<file path="src/rtl/core/fvss_pkg.sv">
// shared constants and types for the four-voice square synthesiser
package fvss_pkg;

    // default geometry
    localparam int VOICE_COUNT_DEF = 4;
    localparam int PHASE_BITS_DEF  = 24;

    // voices that own configuration registers
    localparam int REG_VOICES = 4;

    // register field widths
    localparam int STEP_W   = 24;
    localparam int LEVEL_W  = 31;
    localparam int AMP_LSB  = 16;
    localparam int AMP_W    = 15;
    localparam int SMOOTH_W = 16;

    // configuration port
    localparam int CFG_INDEX_W = 3;
    localparam int CFG_DATA_W  = LEVEL_W;

    // register index map
    localparam int REG_STEP_BASE  = 0;
    localparam int REG_LEVEL_BASE = 4;

    // datapath widths
    localparam int FILTER_W = 17;
    localparam int SAMPLE_W = 16;
    localparam int IN_TDATA_W  = 8;
    localparam int OUT_TDATA_W = 16;

    // mixer constants: clamp to +-1.0 in q1.15, scale by 2^15 - 1
    localparam int MIX_LIMIT   = 32768;
    localparam int SCALE_SHIFT = 15;

    // per-voice control from the sequencing logic
    typedef struct packed {
        logic advance;
        logic clear;
    } voice_ctrl_t;

endpackage

</file>
<file path="src/rtl/core/four_voice_square_synth_top.sv">
// top level of the four-voice square-wave synthesiser
//
// usage:
//   s_tvalid/s_tready/s_tdata carry tick requests; one transaction with tick set asks
//   for one audio sample, a transaction with tick clear is taken and dropped
//   m_tvalid/m_tready/m_tdata carry the signed 16-bit mixed samples, one per tick
//   cfg_we/cfg_index/cfg_data write the step and level registers; writes are taken
//   in the cycle they are presented; the user must write only while no sample is in
//   flight, and the block itself does not enforce this
// order: a taken tick passes the input register, the voice stage and the output
//   register before m_tvalid rises
// throughput: one tick per cycle while the output is not stalled; the per-voice
//   multiply and filter update are combinational, all voices in parallel in the voice stage
// reset: step, level, phase, filter and valid registers clear, so the output is silent
// stall: each stage holds its item while the stage after it is full; a stalled
//   output register does not stop the input while earlier stages still have room
module four_voice_square_synth_top #(
    parameter int VOICE_COUNT = fvss_pkg::VOICE_COUNT_DEF,
    parameter int PHASE_BITS  = fvss_pkg::PHASE_BITS_DEF
) (
    input  logic                                clk,
    input  logic                                rst_n,
    // tick stream
    input  logic                                s_tvalid,
    output logic                                s_tready,
    input  logic [fvss_pkg::IN_TDATA_W-1:0]     s_tdata,   // [0] tick, [7:1] zero
    // sample stream
    output logic                                m_tvalid,
    input  logic                                m_tready,
    output logic [fvss_pkg::OUT_TDATA_W-1:0]    m_tdata,   // [15:0] sample
    // configuration write port
    input  logic                                cfg_we,
    input  logic [fvss_pkg::CFG_INDEX_W-1:0]    cfg_index,
    input  logic [fvss_pkg::CFG_DATA_W-1:0]     cfg_data
);

    // input register: holds one pending tick
    logic in_valid_reg;
    logic in_valid_next;
    logic in_ready;

    // voice stage occupancy
    logic voice_valid_reg;
    logic voice_valid_next;
    logic voice_ready;
    logic advance;

    logic mix_ready;
    logic signed [fvss_pkg::SAMPLE_W-1:0] sample;

    logic [VOICE_COUNT-1:0][fvss_pkg::FILTER_W-1:0] contrib;

    // a tick moves into the voice stage when that stage is free or drains this cycle
    assign voice_ready = !voice_valid_reg || mix_ready;
    assign advance     = in_valid_reg && voice_ready;
    assign in_ready    = !in_valid_reg || voice_ready;
    assign s_tready    = in_ready;

    always_comb
    begin
        in_valid_next = in_valid_reg;
        if (in_ready)
            in_valid_next = s_tvalid && s_tdata[0];   // tick clear makes no sample
    end

    always_comb
    begin
        voice_valid_next = voice_valid_reg;
        if (voice_ready)
            voice_valid_next = in_valid_reg;
    end

    always_ff @(posedge clk or negedge rst_n)
    begin
        if (!rst_n)
        begin
            in_valid_reg    <= 1'b0;
            voice_valid_reg <= 1'b0;
        end
        else
        begin
            in_valid_reg    <= in_valid_next;
            voice_valid_reg <= voice_valid_next;
        end
    end

    // per-voice registers and datapath; voices beyond the register map stay silent
    for (genvar v = 0; v < VOICE_COUNT; v++)
    begin : g_voice
        logic [fvss_pkg::STEP_W-1:0]  step;
        logic [fvss_pkg::LEVEL_W-1:0] level;
        fvss_pkg::voice_ctrl_t        ctrl;

        if (v < fvss_pkg::REG_VOICES)
        begin : g_regs
            localparam logic [fvss_pkg::CFG_INDEX_W-1:0] STEP_IDX =
                fvss_pkg::CFG_INDEX_W'(fvss_pkg::REG_STEP_BASE + v);
            localparam logic [fvss_pkg::CFG_INDEX_W-1:0] LEVEL_IDX =
                fvss_pkg::CFG_INDEX_W'(fvss_pkg::REG_LEVEL_BASE + v);

            logic [fvss_pkg::STEP_W-1:0]  step_reg;
            logic [fvss_pkg::STEP_W-1:0]  step_next;
            logic [fvss_pkg::LEVEL_W-1:0] level_reg;
            logic [fvss_pkg::LEVEL_W-1:0] level_next;
            logic                         level_wr;

            assign level_wr = cfg_we && (cfg_index == LEVEL_IDX);

            always_comb
            begin
                step_next  = step_reg;
                level_next = level_reg;
                if (cfg_we && (cfg_index == STEP_IDX))
                    step_next = cfg_data[fvss_pkg::STEP_W-1:0];
                if (level_wr)
                    level_next = cfg_data;
            end

            always_ff @(posedge clk or negedge rst_n)
            begin
                if (!rst_n)
                begin
                    step_reg  <= '0;
                    level_reg <= '0;
                end
                else
                begin
                    step_reg  <= step_next;
                    level_reg <= level_next;
                end
            end

            assign step       = step_reg;
            assign level      = level_reg;
            // muting a voice also empties its filter
            assign ctrl.clear = level_wr &&
                (cfg_data[fvss_pkg::AMP_LSB +: fvss_pkg::AMP_W] == '0);
        end
        else
        begin : g_noregs
            assign step       = '0;
            assign level      = '0;
            assign ctrl.clear = 1'b0;
        end

        assign ctrl.advance = advance;

        fvss_voice #(
            .PHASE_BITS (PHASE_BITS)
        ) u_voice (
            .clk     (clk),
            .rst_n   (rst_n),
            .ctrl    (ctrl),
            .step    (step),
            .level   (level),
            .contrib (contrib[v])
        );
    end

    fvss_mixer #(
        .VOICE_COUNT (VOICE_COUNT)
    ) u_mixer (
        .clk       (clk),
        .rst_n     (rst_n),
        .mix_valid (voice_valid_reg),
        .mix_ready (mix_ready),
        .contrib   (contrib),
        .out_valid (m_tvalid),
        .out_ready (m_tready),
        .sample    (sample)
    );

    assign m_tdata = fvss_pkg::OUT_TDATA_W'(sample);

    // a voice-stage item only ever comes from a pending tick
    assert property (@(posedge clk) disable iff (!rst_n)
        $rose(voice_valid_reg) |-> $past(in_valid_reg))
    else $error("voice stage filled without a pending tick");

    // a transaction with tick clear never produces work
    assert property (@(posedge clk) disable iff (!rst_n)
        (s_tvalid && s_tready && !s_tdata[0]) |=> !in_valid_reg)
    else $error("tick-clear transaction entered the pipeline");

    // the scaled mix never reaches the most negative code
    assert property (@(posedge clk) disable iff (!rst_n)
        m_tvalid |-> (m_tdata != 16'h8000))
    else $error("sample outside the clamped range");

    // input is only refused while a tick is waiting
    assert property (@(posedge clk) disable iff (!rst_n)
        !s_tready |-> in_valid_reg)
    else $error("input stalled with an empty input register");

endmodule

</file>
<file path="src/rtl/core/fvss_voice.sv">
// one square-wave voice: phase accumulator, one-pole lowpass and contribution register
module fvss_voice #(
    parameter int PHASE_BITS = fvss_pkg::PHASE_BITS_DEF
) (
    input  logic                                 clk,
    input  logic                                 rst_n,
    input  fvss_pkg::voice_ctrl_t                ctrl,
    input  logic [fvss_pkg::STEP_W-1:0]          step,
    input  logic [fvss_pkg::LEVEL_W-1:0]         level,
    output logic signed [fvss_pkg::FILTER_W-1:0] contrib
);

    logic [fvss_pkg::AMP_W-1:0]           amp;
    logic [fvss_pkg::SMOOTH_W-1:0]        smooth;
    logic                                 active;
    logic [PHASE_BITS-1:0]                phase_reg;
    logic [PHASE_BITS-1:0]                phase_next;
    logic signed [fvss_pkg::FILTER_W-1:0] filter_reg;
    logic signed [fvss_pkg::FILTER_W-1:0] filter_next;
    logic signed [fvss_pkg::FILTER_W-1:0] contrib_reg;
    logic signed [fvss_pkg::FILTER_W-1:0] contrib_next;
    logic signed [15:0]                   x;
    logic signed [17:0]                   diff;
    logic signed [34:0]                   prod;
    logic signed [18:0]                   quot;
    logic signed [18:0]                   filt_sum;
    logic signed [fvss_pkg::FILTER_W-1:0] filt_new;

    assign amp    = level[fvss_pkg::AMP_LSB +: fvss_pkg::AMP_W];
    assign smooth = level[fvss_pkg::SMOOTH_W-1:0];
    assign active = (step != '0) && (amp != '0);

    // phase wraps modulo 2^PHASE_BITS
    assign phase_next = phase_reg + PHASE_BITS'(step);

    // square: +amp in the first half of the cycle, -amp in the second
    always_comb
    begin
        if (phase_next[PHASE_BITS-1])
            x = -$signed({1'b0, amp});
        else
            x = $signed({1'b0, amp});
    end

    // filt = x + s*(filt - x), product shifted down with truncation towards zero
    assign diff = {filter_reg[fvss_pkg::FILTER_W-1], filter_reg} - {{2{x[15]}}, x};
    assign prod = $signed({1'b0, smooth}) * diff;
    assign quot = prod[34:16] + {18'd0, (prod[34] && (prod[15:0] != '0))};
    assign filt_sum = {{3{x[15]}}, x} + quot;
    assign filt_new = filt_sum[fvss_pkg::FILTER_W-1:0];

    always_comb
    begin
        filter_next  = filter_reg;
        contrib_next = contrib_reg;
        if (ctrl.clear)
            filter_next = '0;
        else if (ctrl.advance && active)
            filter_next = filt_new;
        if (ctrl.advance)
            contrib_next = active ? filt_new : '0;
    end

    always_ff @(posedge clk or negedge rst_n)
    begin
        if (!rst_n)
        begin
            phase_reg  <= '0;
            filter_reg <= '0;
        end
        else
        begin
            if (ctrl.advance && active)
                phase_reg <= phase_next;
            filter_reg <= filter_next;
        end
    end

    always_ff @(posedge clk)
    begin
        contrib_reg <= contrib_next;
    end

    assign contrib = contrib_reg;

endmodule

</file>
<file path="src/rtl/core/fvss_mixer.sv">
// voice summation, clamp to full scale, scaling and the output register
module fvss_mixer #(
    parameter int VOICE_COUNT = fvss_pkg::VOICE_COUNT_DEF
) (
    input  logic                                            clk,
    input  logic                                            rst_n,
    input  logic                                            mix_valid,
    output logic                                            mix_ready,
    input  logic [VOICE_COUNT-1:0][fvss_pkg::FILTER_W-1:0]  contrib,
    output logic                                            out_valid,
    input  logic                                            out_ready,
    output logic signed [fvss_pkg::SAMPLE_W-1:0]            sample
);

    localparam int SUM_W = fvss_pkg::FILTER_W + $clog2(VOICE_COUNT);
    localparam logic signed [SUM_W-1:0] LIM_HI = SUM_W'(fvss_pkg::MIX_LIMIT);
    localparam logic signed [SUM_W-1:0] LIM_LO = -SUM_W'(fvss_pkg::MIX_LIMIT);

    logic signed [SUM_W-1:0]                 total;
    logic signed [SUM_W-1:0]                 clamped;
    logic signed [fvss_pkg::FILTER_W-1:0]    t;
    logic signed [31:0]                      prod;
    logic signed [16:0]                      quot;
    logic                                    out_valid_reg;
    logic                                    out_valid_next;
    logic signed [fvss_pkg::SAMPLE_W-1:0]    sample_reg;

    always_comb
    begin
        total = '0;
        for (int v = 0; v < VOICE_COUNT; v++)
            total = total + SUM_W'($signed(contrib[v]));
    end

    always_comb
    begin
        if (total > LIM_HI)
            clamped = LIM_HI;
        else if (total < LIM_LO)
            clamped = LIM_LO;
        else
            clamped = total;
    end

    assign t = clamped[fvss_pkg::FILTER_W-1:0];

    // t * (2^15 - 1) as shift and subtract, then truncate towards zero
    assign prod = {t, {fvss_pkg::SCALE_SHIFT{1'b0}}} - {{15{t[fvss_pkg::FILTER_W-1]}}, t};
    assign quot = prod[31:fvss_pkg::SCALE_SHIFT]
                + {16'd0, (prod[31] && (prod[fvss_pkg::SCALE_SHIFT-1:0] != '0))};

    assign mix_ready = !out_valid_reg || out_ready;

    always_comb
    begin
        out_valid_next = out_valid_reg;
        if (mix_ready)
            out_valid_next = mix_valid;
    end

    always_ff @(posedge clk or negedge rst_n)
    begin
        if (!rst_n)
            out_valid_reg <= 1'b0;
        else
            out_valid_reg <= out_valid_next;
    end

    always_ff @(posedge clk)
    begin
        if (mix_ready && mix_valid)
            sample_reg <= quot[fvss_pkg::SAMPLE_W-1:0];
    end

    assign out_valid = out_valid_reg;
    assign sample    = sample_reg;

endmodule

</file>
<file path="config.mk">
export PLATFORM = sky130hd
export DESIGN_NAME = four_voice_square_synth_top
export DESIGN_NICKNAME = d
export VERILOG_FILES = /design/src/rtl/core/fvss_pkg.sv /design/src/rtl/core/four_voice_square_synth_top.sv /design/src/rtl/core/fvss_voice.sv /design/src/rtl/core/fvss_mixer.sv
export SDC_FILE = /design/constraint.sdc
export NUM_CORES = 2
export LEC_CHECK = 0
export BUFFER_PORTS_ARGS = -buffer_cell sky130_fd_sc_hd__buf_2
export CORE_MARGIN = 2
export CORE_UTILIZATION = 63
export DETAILED_ROUTE_END_ITERATION = 16
export GPL_ROUTABILITY_DRIVEN = 0
export PLACE_DENSITY_LB_ADDON = 0.1
export SYNTH_ARGS = -nofsm -noshare
export SYNTH_HDL_FRONTEND = slang
export SYNTH_SLANG_ARGS = --single-unit
</file>
<file path="constraint.sdc">
create_clock -name clk -period 36 [get_ports clk]
set_input_delay 3.6 -clock clk [delete_from_list [all_inputs] [get_ports clk]]
set_output_delay 3.6 -clock clk [all_outputs]
set_load 0.02 [all_outputs]
</file>
Word-level counts from Yosys, hierarchy flattened
Cells that the tools add are included.
- input port bits: 47
- logic and storage cells: 129
- output and inout bits: 18
- bits in registers: 471
- muxes and demuxes: 14
- equal/unequal tests: 7
- multipliers: 4
- add/subtract/negate cells: 25
- reductions and logical operators: 53
- magnitude comparators: 2
- operator list (operator ; number):
    17-bit two-way mux ; 10
    17-bit by 18-bit multiplier with 35-bit output ; 4
    24-bit adder ; 4
    24-bit nonzero test ; 4
    15-bit nonzero test ; 5
    17-bit by 16-bit subtractor with 18-bit output ; 4
    17-bit by 1-bit adder with 17-bit output ; 4
    17-bit adder ; 4
    16-bit two-way mux ; 4
    15-bit negator with 16-bit output ; 4
    16-bit nonzero test ; 4
    32-bit subtractor ; 1
    1-bit logical AND ; 28
    18-bit by 17-bit adder with 19-bit output ; 1
    19-bit by 17-bit adder with 19-bit output ; 1
    19-bit by 17-bit greater-than comparator with 1-bit output, second input constant ; 1
    19-bit by 16-bit less-than comparator with 1-bit output, second input constant ; 1
    17-bit by 17-bit adder with 18-bit output ; 1
    16-bit by 1-bit adder with 16-bit output ; 1
    15-bit zero test ; 1
    3-bit equality test, second input constant ; 4
    2-bit nonzero test ; 4
    3-bit by 2-bit equality test with 1-bit output, second input constant ; 2
    3-bit by 1-bit equality test with 1-bit output, second input constant ; 1
    3 further kinds ; 7

Depth between registers and ports, before layout
- word-level depth: 10
- gate-level depth with buffers: 59

By module
A second synthesis with hierarchy kept.
- cell total of the unflattened synthesis: 8963
- area, all modules: 80852.5 um^2
- modules (own cells, without submodules) (module ; instances ; area an instance (um^2) ; cells each):
    fvss_voice (g_voice[0].u_voice) ; 1 ; 17548.1 ; 2089
    fvss_voice (g_voice[3].u_voice) ; 1 ; 17194.0 ; 1995
    fvss_voice (g_voice[2].u_voice) ; 1 ; 16869.9 ; 1937
    fvss_voice (g_voice[1].u_voice) ; 1 ; 16787.4 ; 1943
    four_voice_square_synth_top ; 1 ; 8379.3 ; 490
    fvss_mixer ; 1 ; 4073.9 ; 509

Worst setup path before layout
Ideal clock, no wire load.
- path kind: register to register
- from: reg g_voice[1].g_regs.step_reg[1] in the netlist's numbering
- to: reg g_voice[1].u_voice.contrib_reg (netlist bit g_voice[1].u_voice.contrib[15]), data pin
- slack: 23.207 ns
- cell stages (with the launch flop): 57
- buffers on the path: 1
- required time: 35.734 ns
- library setup time: 0.266 ns
- arrival time: 12.527 ns
- cell sequence: dfrtp_1 > ha_1 > a211oi_1 > o21bai_1 > o41ai_2 > o211ai_2 > a31o_2 > xnor2_1 > o41ai_1 > xnor2_1 > inv_1 > ha_1 > a21oi_1 > a21boi_0 > or2_2 > o21ai_1 > o21ai_0 > or2_2 > [21 not listed] > a21oi_1 > o31a_1 > o21ai_0 > nand2b_1 > a21o_1 > a21oi_1 > xnor2_1 > a31oi_1 > fa_1 > a211oi_1 > a2111oi_0 > o31ai_1 > o21ai_1 > o31ai_1 > o21ai_2 > a311oi_1 > xor2_1 > nor2_1
- cells in the longest elaborated chain, start to end: 8
- RTL lines (item ; line ; source):
    start, declared ; four_voice_square_synth_top.sv:101 ; logic [fvss_pkg::STEP_W-1:0] step_reg;
    start signal, assigned ; four_voice_square_synth_top.sv:128 ; step_reg <= step_next;
    24-bit adder ; fvss_voice.sv:34 ; assign phase_next = phase_reg + PHASE_BITS'(step);
    16-bit two-way mux ; fvss_voice.sv:39 ; if (phase_next[PHASE_BITS-1])
    17-bit by 16-bit subtractor with 18-bit output ; fvss_voice.sv:46 ; assign diff = {filter_reg[fvss_pkg::FILTER_W-1], filter_reg} - {{2{x[15]}}, x};
    17-bit by 18-bit multiplier with 35-bit output ; fvss_voice.sv:47 ; assign prod = $signed({1'b0, smooth}) * diff;
    16-bit nonzero test ; fvss_voice.sv:48 ; assign quot = prod[34:16] + {18'd0, (prod[34] && (prod[15:0] != '0))};
    1-bit logical AND ; fvss_voice.sv:48 ;
    17-bit by 1-bit adder with 17-bit output ; fvss_voice.sv:48 ;
    17-bit adder ; fvss_voice.sv:49 ; assign filt_sum = {{3{x[15]}}, x} + quot;
    end signal, assigned ; fvss_voice.sv:81 ; contrib_reg <= contrib_next;
    end, declared ; fvss_voice.sv:20 ; logic signed [fvss_pkg::FILTER_W-1:0] contrib_reg;
Parallel ways exist; a longest one is shown, timed or not.
A chain may end at the register's enable or synchronous reset.

Worst setup path after layout
- from: reg g_voice[2].g_regs.step_reg[20] in the netlist's numbering
- to: reg g_voice[2].u_voice.contrib_reg (netlist bit g_voice[2].u_voice.contrib[16]), data pin
- cells in the longest elaborated chain, start to end: 8
- RTL lines (item ; line):
    start, declared ; four_voice_square_synth_top.sv:101
    start signal, assigned ; four_voice_square_synth_top.sv:128
    24-bit adder ; fvss_voice.sv:34
    16-bit two-way mux ; fvss_voice.sv:39
    17-bit by 16-bit subtractor with 18-bit output ; fvss_voice.sv:46
    17-bit by 18-bit multiplier with 35-bit output ; fvss_voice.sv:47
    16-bit nonzero test ; fvss_voice.sv:48
    1-bit logical AND ; fvss_voice.sv:48
    17-bit by 1-bit adder with 17-bit output ; fvss_voice.sv:48
    17-bit adder ; fvss_voice.sv:49
    end signal, assigned ; fvss_voice.sv:81
    end, declared ; fvss_voice.sv:20
Parallel ways exist; a longest one is shown, timed or not.

==> flow_metrics.env <==
export IMPL_crit_fanout=22
export IMPL_fin_nets=9924
export IMPL_grt_setup_unrepaired="false"
export IMPL_grt_overflow=0
export IMPL_vias_per_cell=5.79
export IMPL_setup_violations=0
export IMPL_end_kind="register"
export IMPL_synth_cell_types=104
export IMPL_slowest_stage="xnor2_1"
export IMPL_period_share_pct=42.8
export IMPL_io_pins=65
export IMPL_dieHeight_um=350
export IMPL_cts_root_buf="clkbuf_16"
export IMPL_yosysSeqAreaShare_pct=16.2
export IMPL_yosysTopAreaCellShare_pct=31.6
export IMPL_hold_viol=0
export IMPL_ant_nets=0
export IMPL_yosys_top_cells_area="fa_1 (32%), dfrtp_1 (13%), ha_1 (9.9%), inv_1 (7.5%), nand2_1 (5.1%)"
export IMPL_firstDrtPassIters=8
export IMPL_critPathLaunchType="register"
export IMPL_antenna_found_initial=12
export IMPL_cts_inserted_buffers=49
export IMPL_final_layout_size_suffix_gt1_share_pct=6.82
export IMPL_num_fill_cells=9612
export IMPL_synth_seq_cells=471
export IMPL_fin_worst_skew_ps=34.8
export IMPL_start_util_pct=63.7
export IMPL_cts_hold_buf=0
export IMPL_port_buffers=57
export IMPL_clock_sinks=471
export IMPL_syn_num_nets=10011
export IMPL_route_met2_wl_mm=90.6
export IMPL_seqCellArea_mm2=0.0122
export IMPL_syn_avg_cell_area_um2=9.23
export IMPL_worstPathRequired_ps=36340
export IMPL_post_dp_hpwl_mm=147
export IMPL_areaGrowthSynthToFinish_pct=4.99
export IMPL_worst_pin_slew_ps=1250
export IMPL_clock_latency_ps=630
export IMPL_status="complete, no violations"
export IMPL_arrival_ps=15740
export IMPL_syn_cell_area_mm2=0.0755
export IMPL_core_mm2=0.118
export IMPL_synth_edf_count=84
export IMPL_cts_tree="yes"
export IMPL_grt_max_degree=104
export IMPL_drv_cap=0
export IMPL_ys_flop_type="dfrtp_1"
export IMPL_async_flop_share_pct=82.2
export IMPL_drt_iter0_markers=4290
export IMPL_critPathKind="reg2reg"
export IMPL_crit_top_cell="fa_1"
export IMPL_slew_headroom_pct=15.9
export IMPL_hp_class="reg2reg"
export IMPL_die_x_um=350
export IMPL_grt_pass1_wl_mm=310
export IMPL_synth_top_cell_by_area="fa_1"
export IMPL_largest_reg_flops=124
export IMPL_wl_met1_mm=79.2
export IMPL_fin_tns_setup_ps=0
export IMPL_max_stage_delay_ps=710
export IMPL_drt_wl_total_mm=191
export IMPL_drc=0
export IMPL_clkTransAtPathRegs_ps=70
export IMPL_grt_pass1_vias=58419
export IMPL_cts_setup_buffers=0
export IMPL_syn_instance_count=8173
export IMPL_fmax_mhz=64.9
export IMPL_num_rows=126
export IMPL_grt_use_total_pct=32.2
export IMPL_period_minus_slack_ps=15410
export IMPL_dr_max_layer_used="met5"
export IMPL_synth_warnings=0
export IMPL_vias=56394
export IMPL_cts_htree_levels=2
export IMPL_wire_per_inst_um=19.6
export IMPL_dieArea_mm2=0.123
export IMPL_cts_path_max_buffers=3
export IMPL_maxSlewViolCount=0
export IMPL_cts_resized=0
export IMPL_multi_input_area_mm2=0.0566
export IMPL_wl_met3_mm=15.0
area by class of cell:
| type | instances | share of cell area [%] |
|---|---|---|
| antenna | 11 | 0.0347 |
| tap | 1600 | 2.53 |
| inverter | 1511 | 7.16 |
| multi-input combinational | 5903 | 71.5 |
| timing repair buffer | 150 | 1.25 |
| clock inverter | 22 | 0.272 |
| clock buffer | 70 | 1.87 |
| sequential | 471 | 15.4 |
metal layers:
| layer | vias up | global-route usage [%] |
|---|---|---|
| met2 | 1826 | 53.2 |
| met4 | 4 | 9.36 |
| met1 | 28552 | 44.4 |
| met5 | - | 0 |
| met3 | 366 | 4.75 |
| li1 | 25646 | - |
layout by cell type, fill, tap and decap left out, drive strengths merged, types with 52 or more instances in the layout:
| cell type | synthesis | routed |
|---|---|---|
| inv | 1511 | 1516 |
| fa | 1191 | 1191 |
| nand2 | 1019 | 1019 |
| ha | 600 | 600 |
| and2 | 457 | 457 |
| dfrtp | 387 | 387 |
| nor2 | 304 | 304 |
| xnor2 | 300 | 300 |
| a21oi | 284 | 284 |
| o21ai | 273 | 273 |
| mux2 | 220 | 220 |
| xor2 | 159 | 159 |
| buf | 29 | 150 |
| a21o | 128 | 128 |
| nor2b | 91 | 91 |
| edfxtp | 84 | 84 |
| nor3 | 83 | 83 |
| nand2b | 78 | 78 |
| nand3 | 72 | 72 |
| clkbuf | 259 | 70 |
| a211oi | 53 | 53 |
| o21bai | 52 | 52 |
final timing paths:
path,startpoint,end,slack [ps],depth (start not counted)
min,g_voice[3].u_voice.phase_reg[3],g_voice[3].u_voice.phase_reg[3],480,2
min reg2reg,g_voice[3].u_voice.phase_reg[3],g_voice[3].u_voice.phase_reg[3],480,2
min in group asynchronous,rst_n,g_voice[0].g_regs.step_reg[8],3010,1
max in group asynchronous,rst_n,g_voice[3].g_regs.step_reg[20],29530,4
max reg2reg,g_voice[2].g_regs.step_reg[20],g_voice[2].u_voice.contrib[16],20590,50
max,g_voice[2].g_regs.step_reg[20],g_voice[2].u_voice.contrib[16],20590,50
cells in the mapped netlist (72+ instances only):
cell type	n
xnor2_1	298
and2_1	456
nor2_1	304
dfrtp_1	387
nand3_1	72
clkbuf_1	259
nand2b_1	78
fa_1	1191
nor2b_1	91
o21ai_0	249
ha_1	600
inv_1	1511
nand2_1	1019
edfxtp_1	84
a21oi_1	278
xor2_1	159
mux2_2	218
nor3_1	80
a21o_1	128
cells by family (layout without fill, tap and decap cells):
kind of cell	after synthesis	in the layout	synth area share (%)
AOI/OAI and AO/OA	1091	1091	9.47
and+or+nand+nor	2305	2305	14.6
adders and majority gates	1813	1813	41.8
other	0	11	0
muxes	234	234	3.47
buffers and inverters	1799	1753	9.02
xor gates and xnor gates	460	460	5.39
DFF	471	471	16.2
metrics by stage:
step	cell area, um2	instances	hold WS (ps)	setup WS [ps]	utilization [%]
after floorplan	75500	8173	443	23210	-
after global placement	77500	9635	461	21030	65.5
after detailed placement	77500	9635	469	20950	65.5
after CTS	79200	9727	486	20830	66.9
after global routing	79200	9727	513	19520	66.9
final	79200	9738	482	20590	66.9
worst max-delay path, delay by kind of cell, from the launching register on:
kind	cells	cell delay, ps
AO/OA/AOI/OAI	25	6310
XOR/XNOR	5	1920
multiplexers	1	480
buffers and inverters	2	90
flip-flops	1	420
adder cells (fa/ha/maj)	10	4550
AND/OR/NAND/NOR	7	1300
Power is not shown: default switching activity piles up to over one toggle a cycle in this logic, so the estimate is an artifact.
